<file path="src/aob_pkg.sv">
`default_nettype none
// ----------------------------------------------------------------------------
// aob_pkg
// Shared widths, register map and types of the straight-alpha over compositor.
// ----------------------------------------------------------------------------
package aob_pkg;

    // pixel and channel widths
    localparam int unsigned PX_W    = 32;
    localparam int unsigned CH_W    = 8;
    localparam int unsigned N_COLOR = 3;
    localparam int unsigned PROD_W  = 16;

    // divider: numerator, denominator and quotient widths
    localparam int unsigned NUM_W     = 26;
    localparam int unsigned DEN_W     = 16;
    localparam int unsigned Q_W       = 9;
    localparam int unsigned DIV_STEPS = 3;
    localparam int unsigned DIV_STGS  = 3;

    localparam logic [CH_W-1:0] CH_MAX   = 8'd255;
    localparam logic [CH_W-1:0] CH_ZERO  = 8'd0;
    localparam logic [DEN_W-1:0] A_ROUND = 16'd127;

    // configuration register map
    localparam int unsigned PADDR_W = 3;
    localparam logic [PADDR_W-1:0] ADDR_BLEND_MODE = 3'd0;

    // blend mode codes
    localparam logic MODE_SOURCE = 1'b0;
    localparam logic MODE_OVER   = 1'b1;

    typedef logic [PX_W-1:0]  t_px;
    typedef logic [NUM_W-1:0] t_num;
    typedef logic [DEN_W-1:0] t_den;
    typedef logic [Q_W-1:0]   t_quo;

endpackage

`default_nettype wire

</file>
<file path="src/aob_div_stage.sv">
`default_nettype none
// ----------------------------------------------------------------------------
// aob_div_stage
// Three restoring-division steps: produces quotient bits HI down to HI-2.
// ----------------------------------------------------------------------------
module aob_div_stage #(
    parameter int unsigned HI = 8
) (
    input  wire aob_pkg::t_num i_rem,
    input  wire aob_pkg::t_quo i_quo,
    input  wire aob_pkg::t_den i_den,
    output aob_pkg::t_num      o_rem,
    output aob_pkg::t_quo      o_quo
);

    // compare and subtract shifted divisor, one bit per step
    always_comb begin
        aob_pkg::t_num rem;
        aob_pkg::t_quo quo;
        aob_pkg::t_num dsh;
        rem = i_rem;
        quo = i_quo;
        for (int j = 0; j < aob_pkg::DIV_STEPS; j++) begin
            dsh = aob_pkg::t_num'(i_den) << (HI - j);
            if (rem >= dsh) begin
                rem = rem - dsh;
                quo[HI - j] = 1'b1;
            end
        end
        o_rem = rem;
        o_quo = quo;
    end

endmodule

`default_nettype wire

</file>
<file path="src/apng_over_blend.sv">
`default_nettype none
// ----------------------------------------------------------------------------
// apng_over_blend
// Straight-alpha RGBA8 compositor, source or over blending per pixel.
// ----------------------------------------------------------------------------
// One pixel pair enters per cycle while o_stall is low. The six register
// stages are: alpha products, weighted numerators, three stages of a
// 3-bit-per-stage restoring divider (one divider per color channel in
// each), and an output stage that applies clamps and the transparent,
// opaque and source-mode bypasses. Each stage moves whenever the next is
// empty or moving, so bubbles are squeezed out under output stall.
// blend_mode lives at byte address 0 of the register port.
module apng_over_blend (
    input  wire                          i_clk,
    input  wire                          i_rst_n,
    // input items
    input  wire                          i_valid,
    output logic                         o_stall,
    input  wire  [31:0]                  i_src_pixel,
    input  wire  [31:0]                  i_dst_pixel,
    // result items
    output logic                         o_valid,
    input  wire                          i_stall,
    output logic [31:0]                  o_out_pixel,
    // register port
    input  wire                          psel,
    input  wire                          penable,
    input  wire                          pwrite,
    input  wire  [aob_pkg::PADDR_W-1:0]  paddr,
    input  wire  [31:0]                  pwdata,
    output logic [31:0]                  prdata,
    output logic                         pready
);

    localparam int unsigned NSTG = 6;
    localparam int unsigned CW   = aob_pkg::CH_W;

    logic r_mode;
    logic [NSTG-1:0] r_v;
    logic [NSTG-1:0] en;

    // register port
    assign pready = 1'b1;
    assign prdata = {31'd0, r_mode};

    always_ff @(posedge i_clk) begin
        if (!i_rst_n) begin
            r_mode <= aob_pkg::MODE_SOURCE;
        end else if (psel && penable && pwrite && (paddr == aob_pkg::ADDR_BLEND_MODE)) begin
            r_mode <= pwdata[0];
        end
    end

    // stage enables: a stage moves if empty or its successor moves
    always_comb begin
        en[NSTG-1] = !r_v[NSTG-1] || !i_stall;
        for (int k = NSTG - 2; k >= 0; k--) begin
            en[k] = !r_v[k] || en[k+1];
        end
    end

    assign o_stall = !en[0];
    assign o_valid = r_v[NSTG-1];

    always_ff @(posedge i_clk) begin
        if (!i_rst_n) begin
            r_v <= '0;
        end else begin
            if (en[0]) r_v[0] <= i_valid;
            for (int k = 1; k < NSTG; k++) begin
                if (en[k]) r_v[k] <= r_v[k-1];
            end
        end
    end

    // stage 0: alpha products and bypass decode
    logic [CW-1:0] sa, da, inv;
    logic          n_byp;
    aob_pkg::t_px  n_bpx;

    assign sa  = i_src_pixel[31:24];
    assign da  = i_dst_pixel[31:24];
    assign inv = aob_pkg::CH_MAX - sa;

    always_comb begin
        n_byp = 1'b1;
        n_bpx = i_src_pixel;
        if (r_mode == aob_pkg::MODE_OVER) begin
            if (sa == aob_pkg::CH_ZERO) begin
                n_bpx = i_dst_pixel;
            end else if (sa == aob_pkg::CH_MAX) begin
                n_bpx = i_src_pixel;
            end else begin
                n_byp = 1'b0;
            end
        end
    end

    logic [aob_pkg::PROD_W-1:0] r_ssa [aob_pkg::N_COLOR];
    logic [aob_pkg::PROD_W-1:0] r_dda [aob_pkg::N_COLOR];
    logic [CW-1:0]              r_inv;
    aob_pkg::t_den              r_a0;
    logic                       r_byp0;
    aob_pkg::t_px               r_bpx0;

    always_ff @(posedge i_clk) begin
        if (en[0]) begin
            for (int c = 0; c < aob_pkg::N_COLOR; c++) begin
                r_ssa[c] <= {8'd0, i_src_pixel[c*CW +: CW]} * {8'd0, sa};
                r_dda[c] <= {8'd0, i_dst_pixel[c*CW +: CW]} * {8'd0, da};
            end
            r_inv  <= inv;
            r_a0   <= aob_pkg::t_den'({sa, 8'd0} - {8'd0, sa})
                    + aob_pkg::t_den'({8'd0, da} * {8'd0, inv});
            r_byp0 <= n_byp;
            r_bpx0 <= n_bpx;
        end
    end

    // stage 1: rounded numerators and alpha quotient
    // index 0 of these arrays is stage 1 (r_quo has none), later indexes the divider stages
    aob_pkg::t_num  r_rem [aob_pkg::DIV_STGS+1][aob_pkg::N_COLOR];
    aob_pkg::t_quo  r_quo [1:aob_pkg::DIV_STGS][aob_pkg::N_COLOR];
    aob_pkg::t_den  r_den [aob_pkg::DIV_STGS+1];
    logic [CW-1:0]  r_al  [aob_pkg::DIV_STGS+1];
    logic           r_byp [aob_pkg::DIV_STGS+1];
    aob_pkg::t_px   r_bpx [aob_pkg::DIV_STGS+1];

    logic [16:0] ax;
    logic [16:0] aq;
    assign ax = {1'b0, r_a0} + {1'b0, aob_pkg::A_ROUND};
    // x / 255 as (x + (x >> 8) + 1) >> 8, exact over this range
    assign aq = (ax + (ax >> 8) + 17'd1) >> 8;

    always_ff @(posedge i_clk) begin
        if (en[1]) begin
            for (int c = 0; c < aob_pkg::N_COLOR; c++) begin
                r_rem[0][c] <= aob_pkg::t_num'((32'(r_ssa[c]) << 8) - 32'(r_ssa[c]))
                             + aob_pkg::t_num'(r_dda[c]) * aob_pkg::t_num'(r_inv)
                             + aob_pkg::t_num'(r_a0 >> 1);
            end
            r_den[0] <= r_a0;
            r_al[0]  <= (aq > 17'(aob_pkg::CH_MAX)) ? aob_pkg::CH_MAX : aq[CW-1:0];
            r_byp[0] <= r_byp0 || (r_a0 == '0);
            r_bpx[0] <= r_byp0 ? r_bpx0 : '0;
        end
    end

    // stages 2..4: restoring divider, three quotient bits per stage
    for (genvar g = 0; g < aob_pkg::DIV_STGS; g++) begin : g_div
        for (genvar c = 0; c < aob_pkg::N_COLOR; c++) begin : g_ch
            aob_pkg::t_num rem_n;
            aob_pkg::t_quo quo_n;
            aob_pkg::t_quo quo_i;
            if (g == 0) begin : g_first
                assign quo_i = '0;
            end else begin : g_rest
                assign quo_i = r_quo[g][c];
            end
            aob_div_stage #(
                .HI(aob_pkg::Q_W - 1 - g * aob_pkg::DIV_STEPS)
            ) u_div (
                .i_rem (r_rem[g][c]),
                .i_quo (quo_i),
                .i_den (r_den[g]),
                .o_rem (rem_n),
                .o_quo (quo_n)
            );
            always_ff @(posedge i_clk) begin
                if (en[g+2]) begin
                    r_rem[g+1][c] <= rem_n;
                    r_quo[g+1][c] <= quo_n;
                end
            end
        end
        always_ff @(posedge i_clk) begin
            if (en[g+2]) begin
                r_den[g+1] <= r_den[g];
                r_al[g+1]  <= r_al[g];
                r_byp[g+1] <= r_byp[g];
                r_bpx[g+1] <= r_bpx[g];
            end
        end
    end

    // stage 5: clamp, assemble, apply bypass
    aob_pkg::t_px n_px;
    aob_pkg::t_px r_px;
    aob_pkg::t_quo qf;

    always_comb begin
        n_px = {r_al[aob_pkg::DIV_STGS], 24'd0};
        for (int c = 0; c < aob_pkg::N_COLOR; c++) begin
            qf = r_quo[aob_pkg::DIV_STGS][c];
            n_px[c*CW +: CW] = qf[aob_pkg::Q_W-1] ? aob_pkg::CH_MAX : qf[CW-1:0];
        end
        if (r_byp[aob_pkg::DIV_STGS]) begin
            n_px = r_bpx[aob_pkg::DIV_STGS];
        end
    end

    always_ff @(posedge i_clk) begin
        if (en[NSTG-1]) begin
            r_px <= n_px;
        end
    end

    assign o_out_pixel = r_px;

endmodule

`default_nettype wire
</file>
<file path="config.mk">
export PLATFORM = sky130hd
export DESIGN_NAME = apng_over_blend
export DESIGN_NICKNAME = d
export VERILOG_FILES = /design/src/aob_pkg.sv /design/src/aob_div_stage.sv /design/src/apng_over_blend.sv
export SDC_FILE = /design/constraint.sdc
export NUM_CORES = 2
export LEC_CHECK = 0
export BUFFER_PORTS_ARGS = -buffer_cell sky130_fd_sc_hd__clkbuf_2
export CAP_MARGIN = 40
export CELL_PAD_IN_SITES_DETAIL_PLACEMENT = 1
export CELL_PAD_IN_SITES_GLOBAL_PLACEMENT = 1
export CORE_MARGIN = 1
export CORE_UTILIZATION = 56
export DETAILED_ROUTE_END_ITERATION = 6
export GPL_TIMING_DRIVEN = 0
export PLACE_DENSITY_LB_ADDON = 0.1
export SETUP_SLACK_MARGIN = 0.1
export SLEW_MARGIN = 10
export SYNTH_ARGS = -nofsm -noshare
export SYNTH_HDL_FRONTEND = slang
export SYNTH_SLANG_ARGS = --single-unit
</file>
<file path="constraint.sdc">
create_clock -name i_clk -period 15 [get_ports i_clk]
set_input_delay 2.25 -clock i_clk [delete_from_list [all_inputs] [get_ports i_clk]]
set_output_delay 2.25 -clock i_clk [all_outputs]
set_load 0.02 [all_outputs]
</file>
==> run metrics <==
Worst-Margin Slew around 930 ps; 1st-iter DRT viols around 4,000; Mapped Area roughly 0.08 mm^2; synth top area cells edfxtp_1 (25%), ha_1 (15%), fa_1 (14%); CP max-delay cell edfxtp_1; post-CTS resize count 0; max incr delay on CP 880 ps; Synth area leader edfxtp_1; fin. max-slew vios 0; I/O pin count ~170; per-cell routed wire length about 25 um; CTS Buffer Depth 3; Root Buffer clkbuf_16; nets around 11,000; crit start category register; hold_buf cts 0; crit path time final about 13,000 ps; H-tree lvl count 3; top-area cell type share of the netlist area 25.0%; Max Cap Viol 0; router iterations before antenna repair 6; Synth async-reset ratio 0%; Fill cells 16,700; CTS tree done; Post CTS Setup Buffer Count 0; Hold Path Depth 0; YS warnings 0; HPWL Detailed about 220 mm; Die ar. around 0.15 mm^2; wire length of the first global-routing pass between 400 and 500 mm; commonest non-fill, non-tap cell in the layout inv_1; crit path capture type register; EDFF count, synth 685; worst-skew pair later-pin latency 730 ps; cts bufs inserted 74; setup violators final 0; worst reg2reg path depth 38; Final ANT Viol Nets 0; FF-to-FF End r_rem[1][70]; IO Port Bufs 90; DRC viols 0; via count ~68,000; reg2reg start r_den[1][1]; Hold Vio Cnt, Final 0; clock skew roughly 49 ps; layout cells sized above 1 about 6.3%; RePlAce Congestion between 0.9 and 1; Hold Path End r_bpx[1][13]; flops & latches, synth 692; Die Span Y about 390 um; largest net degree at the start of global routing slightly below 90; Hold Startpoint r_bpx[0][13]; setup TNS 0 ps; cell count after synthesis 8,829; Starting Density between 50% and 60%; outcome finished, final reports clean; Die Wd between 300 and 400 um; vias in the first global route 73,000; fmax around 80 MHz; final cycle utilization of the critical path a little under nine tenths; Cell Rows 140; DRT Wirelength between 200 and 300 mm; Worst Hold Class register to register; Clk pin slew, worst setup/hold paths approximately 70 ps; GRT Total Usage between 30% and 40%; Post-Syn Area per Cell between 9 and 10 um^2; Worst R2R Setup Slack roughly 2200 ps; CP Data Required Time ~15,000 ps; # clock sinks between 600 and 700; synth unique cells 116; Core ar. 0.146 mm^2; area grow syn2layout 7.34%; Seq/Total Area, Yosys around 25%; CP Class register to register; CP max FO 12; ys flop type edfxtp_1; most frequent cells in the layout inv_1 (1,019), ha_1 (964), nand2_1 (878), edfxtp_1 (685), fa_1 (588); initial antenna violation count 10; Slew HR a little over a third; grt ovf 0; RSZ-0062 raised after global routing no; Arr. time, crit path 13,210 ps; post-detailed-route via-to-cell ratio between 6 and 7
-- cell usage after synthesis (92+ instances only) --
cell type	n
inv_1	1021
ha_1	964
nand2_1	880
edfxtp_1	685
fa_1	588
nor2_1	524
and2_1	509
a21oi_1	463
xnor2_1	448
o21ai_0	391
a21o_1	205
clkbuf_1	173
mux2_2	172
nor3_1	148
xor2_1	146
nor2b_1	129
nand3_1	116
nand2b_1	95
o21a_1	92
-- sequential cells by signal, summed over array words and instances, names as in the netlist --
name         count
o_out_pixel     32
r_a0            16
r_al            32
r_bpx          128
r_bpx0          32
r_byp            4
r_byp0           1
r_dda           48
r_den           48
r_inv            8
r_mode           1
r_quo           54
r_rem          234
r_ssa           48
r_v              6
-- cell families after synthesis --
logic type               count (synthesis)  share of synthesized area [%]
AO/OA/AOI/OAI                         1710                           13.5
XOR/XNOR                               594                           6.33
adder cells (fa/ha/maj)               1552                           29.0
buffers and inverters                 1270                           6.05
flip-flops                             692                           25.2
multiplexers                           214                           2.93
other                                    2                        0.00914
AND/OR/NAND/NOR                       2795                           17.0
-- worst max-delay path by stage --
stage                     start            to  slack, ps
finish              r_den[1][1]  r_rem[1][70]       2240
floorplan               i_stall       o_stall       5210
global route        r_den[1][1]  r_rem[1][65]       1470
global placement    r_den[1][1]  r_rem[1][70]       2690
CTS                 r_den[1][1]  r_rem[1][70]       2330
detailed placement  r_den[1][1]  r_rem[1][70]       2510
-- routing by layer --
layer  up-vias  track usage (%)  share of wire (%)
met5         -                0              0.025
met4        10             26.7                8.2
met3       928             5.18                5.0
met2      2174             65.5                 49
met1     33900             41.8                 38
li1      30900                -                  -
-- metrics by stage --
step	cells	area, um^2	worst slack (ps)	hold slack (ps)	util (%)
finish	11000	88200	2240	413	60.6
global route	11000	88200	1470	422	60.6
CTS	11000	88100	2330	416	60.5
detailed placement	10900	85600	2510	406	58.8
global placement	10900	85100	2690	403	58.5
floorplan	8860	82300	5210	400	-
-- worst max-delay path, delay by kind of cell, from the launching register on --
family | cells | cell delay [ps]
flip-flops | 1 | 880
adder cells (fa/ha/maj) | 3 | 1180
AND/OR/NAND/NOR | 6 | 1660
buffers and inverters | 8 | 2800
AO/OA/AOI/OAI | 19 | 5260
multiplexers | 2 | 680
-- area by class of cell --
class                      instances  area, um^2  area share [%]
timing repair buffer             118         940            1.07
tap                             1917        2400            2.72
inverter                        1033        3880            4.41
sequential                       692       20700            23.5
buffer                           237        1090            1.24
multi-input combinational       6898       56600            64.2
antenna                            5        12.5          0.0142
clock inverter                    49         586           0.664
clock buffer                      85        1920            2.18
Power is not shown: default switching activity piles up to over one toggle a cycle in this logic, so the estimate is an artifact.
